File: src/hw/rtl/cii_pkg.sv
// cii_pkg: shared types, constants and codes for the curve inverse interpolator
// depends on nothing
`timescale 1ns / 1ps

package cii_pkg;

    localparam int MAX_KEYS_DEFAULT = 64;
    localparam int CMD_FIFO_DEPTH   = 2;

    localparam logic       OP_LOAD  = 1'b0;
    localparam logic       OP_QUERY = 1'b1;

    localparam logic [1:0] STATUS_INTERP   = 2'd0;
    localparam logic [1:0] STATUS_CLAMP_HI = 2'd1;
    localparam logic [1:0] STATUS_CLAMP_LO = 2'd2;
    localparam logic [1:0] STATUS_FEW_KEYS = 2'd3;

    // classified query handed from front to back
    typedef struct packed {
        logic               few;
        logic signed [31:0] distance;
    } query_cmd_t;

    typedef enum logic [3:0] {
        ST_IDLE,
        ST_SCAN_RD,
        ST_SCAN,
        ST_DECIDE,
        ST_CLAMP_LO,
        ST_FIND,
        ST_SEG_RD,
        ST_SEG_LATCH,
        ST_DIV,
        ST_MUL,
        ST_SUM,
        ST_OUT
    } eng_state_t;

endpackage

File: src/hw/rtl/cii_front.sv
// cii_front: accepts items, writes loads into the key memories, queues queries
// depends on cii_pkg
`timescale 1ns / 1ps

module cii_front #(
    parameter int MAX_KEYS = cii_pkg::MAX_KEYS_DEFAULT,
    parameter int IW       = $clog2(MAX_KEYS)
) (
    input  logic                     clk,
    input  logic                     rst_n,
    input  logic                     push,
    output logic                     full,
    input  logic                     op,
    input  logic [5:0]               key_index,
    input  logic signed [31:0]       key_time,
    input  logic signed [31:0]       key_value,
    input  logic signed [31:0]       query_distance,
    input  logic [6:0]               key_count,
    input  logic                     eng_busy,
    output logic                     wr_en,
    output logic [IW-1:0]            wr_addr,
    output logic [31:0]              wr_time,
    output logic [31:0]              wr_value,
    output logic                     cmd_valid,
    output cii_pkg::query_cmd_t      cmd,
    input  logic                     cmd_take
);
    import cii_pkg::*;

    localparam int DW = $clog2(CMD_FIFO_DEPTH + 1);
    localparam int PW = $clog2(CMD_FIFO_DEPTH);

    query_cmd_t      fifo_reg [CMD_FIFO_DEPTH];
    logic [PW-1:0]   rd_ptr_reg, rd_ptr_next, wr_ptr_reg, wr_ptr_next;
    logic [DW-1:0]   cnt_reg, cnt_next;
    logic            acc, q_push;
    logic [10:0]     nk;
    query_cmd_t      new_cmd;

    // a load waits until no query is ahead of it in the queue or the engine
    assign full = (cnt_reg == DW'(CMD_FIFO_DEPTH)) ||
                  ((op == OP_LOAD) && (cmd_valid || eng_busy));
    assign acc  = push && !full;

    // index beyond the table is dropped
    assign wr_en    = acc && (op == OP_LOAD) && (32'(key_index) < MAX_KEYS);
    assign wr_addr  = IW'(key_index);
    assign wr_time  = key_time;
    assign wr_value = key_value;

    assign nk            = (32'(key_count) > MAX_KEYS) ? 11'(MAX_KEYS) : 11'(key_count);
    assign new_cmd.few      = (nk < 11'd2);
    assign new_cmd.distance = query_distance;
    assign q_push        = acc && (op == OP_QUERY);

    assign cmd_valid = (cnt_reg != '0);
    assign cmd       = fifo_reg[rd_ptr_reg];

    always_comb
    begin
        rd_ptr_next = rd_ptr_reg;
        wr_ptr_next = wr_ptr_reg;
        cnt_next    = cnt_reg;
        if (q_push)
        begin
            wr_ptr_next = (32'(wr_ptr_reg) == CMD_FIFO_DEPTH - 1) ? '0 : wr_ptr_reg + 1'b1;
        end
        if (cmd_take && cmd_valid)
        begin
            rd_ptr_next = (32'(rd_ptr_reg) == CMD_FIFO_DEPTH - 1) ? '0 : rd_ptr_reg + 1'b1;
        end
        if (q_push && !(cmd_take && cmd_valid))
            cnt_next = cnt_reg + 1'b1;
        else if (!q_push && cmd_take && cmd_valid)
            cnt_next = cnt_reg - 1'b1;
    end

    always_ff @(posedge clk or negedge rst_n)
    begin
        if (!rst_n)
        begin
            rd_ptr_reg <= '0;
            wr_ptr_reg <= '0;
            cnt_reg    <= '0;
        end
        else
        begin
            rd_ptr_reg <= rd_ptr_next;
            wr_ptr_reg <= wr_ptr_next;
            cnt_reg    <= cnt_next;
        end
    end

    always_ff @(posedge clk)
    begin
        if (q_push)
            fifo_reg[wr_ptr_reg] <= new_cmd;
    end

endmodule

File: config.mk
export PLATFORM = sky130hd
export DESIGN_NAME = cii_front
export DESIGN_NICKNAME = d
export VERILOG_FILES = /design/src/hw/rtl/cii_pkg.sv /design/src/hw/rtl/cii_front.sv
export SDC_FILE = /design/constraint.sdc
export NUM_CORES = 1
export LEC_CHECK = 0
export ABC_AREA = 1
export ABC_CLOCK_PERIOD_IN_PS = 3800
export BUFFER_PORTS_ARGS = -buffer_cell sky130_fd_sc_hd__buf_2
export CORE_MARGIN = 3
export CORE_UTILIZATION = 45
export CTS_CLUSTER_SIZE = 40
export DETAILED_ROUTE_END_ITERATION = 16
export GPL_TIMING_DRIVEN = 0
export MAX_ROUTING_LAYER = met4
export PLACE_DENSITY_LB_ADDON = 0.08
export SETUP_SLACK_MARGIN = 0.02
export SLEW_MARGIN = 15
export SYNTH_ARGS = -nofsm -noshare
export SYNTH_HDL_FRONTEND = slang
export SYNTH_SLANG_ARGS = --single-unit
File: constraint.sdc
create_clock -name clk -period 3.8 [get_ports clk]
set_input_delay 0.76 -clock clk [delete_from_list [all_inputs] [get_ports clk]]
set_output_delay 0.76 -clock clk [all_outputs]
set_load 0.02 [all_outputs]
==> run_results.csv <==
group,metric,value,unit
placed_design,postPlaceCellArea,0.004140,mm^2
route,drt_iter0_markers,51,
sta,worst_slack,1.499,ns
sta,grt_setup_unrepaired,"false",
die,start_util,46.90,%
synthesis,syn-num-nets,394,
final_layout,finish.instance_area,0.004337,mm^2
clock_tree,cts.htree.levels,3,
final_layout,fillCellCount,588,
die,die_area,0.008169,mm^2
synthesis,synth.distinct_cells,19,
outcome,status,"finished, final reports clean",
critical_path,worst-endpoint-required,3.04,ns
route,drc,0,
final_layout,multi_input_area,543.0,um^2
synthesis,synthCells,279,
route,viasPerCell,4.352,
critical_path,arrival,1.54,ns
sta,clock.fmax,434.6,MHz
placed_design,pre_cts_ws,1.757,ns
synthesis,synth_commonest_cells,"nand2_1, buf_4, edfxtp_1, buf_2, inv_1",
synthesis,synthFlopType,"edfxtp_1",
sta,fin_crit,2.301,ns
clock_tree,cts_hold_buf,0,
clock_tree,cts_buffers,9,
grt,grt_antenna_before_repair,0,
clock_tree,root_buffer,"clkbuf_8",
clock_tree,clk_latency,0.34,ns
die,pin_count,221,
grt,grt_usage,19.59,%
critical_path,r2r_cells,5,
grt,overflow,0,
final_layout,diodes,0,
grt,grt_max_degree,22,
die,core_area,0.006832,mm^2
sta,final-setup-viol-count,0,
grt,grt_pass1_vias,2362,
final_layout,nNetsFinal,556,
synthesis,synth_largest_area_cell,"edfxtp_1",
sta,slew_violations,0,
synthesis,synthArstFlopShare,5.714,%
clock_tree,cts_tree,"done",
pwr,ir_drop,0.0003758,V
placed_design,dp_hpwl,6056,um
die,num_rows,30,
synthesis,synth_area_leaders,"edfxtp_1, buf_4, nand2_1, dfrtp_1, buf_2",
sta,worst_slew_pin_slew,0.4766,ns
route,dr.pass1.iters,4,
run,drv_cap,0,
route,ant_nets,0,
die,fp.dieW,90.39,um
synthesis,synth_top_area_share,61.85,%
hold_path,holdCritPathClass,"in2async",
synthesis,syn_area,0.003204,mm^2
final_layout,layout-drive-gt1-share,56.95,%
synthesis,yosysMostFrequentCell,"nand2_1",
route,vias,2359,
route,wl_per_cell,14.36,um
synthesis,ys.warnings.count,0,
synthesis,ys_seq_area_share,64.97,%
die,die_h,90.39,um
final_layout,largest_reg_flops,66,
pwr,power_density,612.4,mW/mm^2
critical_path,crit_type,"reg2out",
clock_tree,clkTransAtPathRegs,0.07,ns
critical_path,crit_fanout,10,
clock_tree,clkSinkCount,70,
final_layout,regArea,0.002082,mm^2
sta,finClkSkew,0.007793,ns
clock_tree,cts_buffer_depth,2,
sta,fin_crit_sh,60.55,%
synthesis,ys_ff_latch,70,
critical_path,setup.worst_path.start_class,"flip-flop",
synthesis,synth_edf_count,66,
sta,hold_violations,0,
critical_path,cp-end-kind,"output port",
grt,grt_pass1_wl,11930,um
clock_tree,post_cts_buffers,0,
sta,fin_tns_setup,0,ns
final_layout,synthToLayoutAreaGrowth,35.34,%
placed_design,port-buffer-count,149,
pwr,cellLeakagePower,2.125,nW
sta,slew_headroom,68.15,%
placed_design,gp_congestion,0.7418,
clock_tree,ctsResizeCount,0,
route,postRouteWirelength,7782,um
synthesis,syn_area_per_cell,11.49,um^2
## cells in the final DEF (no fill, tap or decap), types with 3 or more instances in the layout
| cell | count |
|---|---|
| buf_2 | 156 |
| nand2_1 | 104 |
| buf_4 | 70 |
| edfxtp_1 | 66 |
| clkbuf_8 | 9 |
| inv_1 | 7 |
| dfrtp_1 | 4 |
| nor2_4 | 3 |
| xor2_1 | 3 |
## logic make-up (layout without fill, tap and decap cells)
| group | count (synthesis) | in the layout | synth area share (%) |
|---|---|---|---|
| compound gates | 2 | 2 | 0.3124 |
| xor+xnor | 3 | 3 | 0.8201 |
| buf+inv | 86 | 253 | 18.55 |
| simple gates | 118 | 118 | 15.35 |
| flops | 70 | 70 | 64.97 |
## critical path, stage by stage, from the launching register on
cell and delay (ns):
dfrtp_1 0.35, buf_2 0.17, inv_2 0.11, buf_2 0.25, nand2_1 0.08, nand2_1 0.07, buf_2 0.17
## path summary, 6_finish.rpt
check                                             from                         to  slack [ns]
worst max-delay path            rd_ptr_reg$_DFFE_PN0P_                    cmd[17]        1.50
worst min-delay path                             rst_n     cnt_reg[1]$_DFFE_PN0P_        0.21
worst max register to register  cnt_reg[0]$_DFFE_PN0P_  fifo_reg[1][21]$_DFFE_PP_        2.12
worst min register to register  rd_ptr_reg$_DFFE_PN0P_     rd_ptr_reg$_DFFE_PN0P_        0.63
max in group asynchronous                        rst_n     wr_ptr_reg$_DFFE_PN0P_        3.47
min in group clk                    query_distance[23]  fifo_reg[1][23]$_DFFE_PP_        0.60
## metrics by stage
stage	instances	power, W	hold WS [ns]	utilization [%]
after CTS	542	0.002689	0.1964	63.48
final	542	0.002656	0.2120	63.48
after global placement	524	0.002067	0.5474	59.58
after detailed placement	526	0.002108	0.5716	60.60
after global routing	542	0.002825	0.2008	63.48
after floorplan	279	0.001717	0.4644	-
## metal layers
metal | vias up | global-route usage [%] | share of wire (%)
met5 | - | - | 0
met4 | 0 | 8.801 | 2.2
met3 | 14 | 6.500 | 8.5
met2 | 106 | 34.29 | 53
met1 | 1080 | 19.90 | 36
li1 | 1159 | - | -
## power breakdown
group	leakage, nW	internal, W	switching [W]	total [W]
Combinational	1.38	0.000356	0.000714	0.00107
Sequential	0.649	0.000964	0.0000412	0.00101
Clock	0.0956	0.000303	0.000277	0.000581
Total	2.13	0.00162	0.00103	0.00266
## cell type report
type / instances / area share [%]
timing repair buffer: 151 / 18.47
tap: 96 / 2.770
buffer: 77 / 12.93
clock buffer: 9 / 2.856
clock inverter: 7 / 1.673
sequential: 70 / 48.01
multi-input combinational: 123 / 12.52
inverter: 9 / 0.7790
Note: power is estimated with default switching activity, not from simulation.
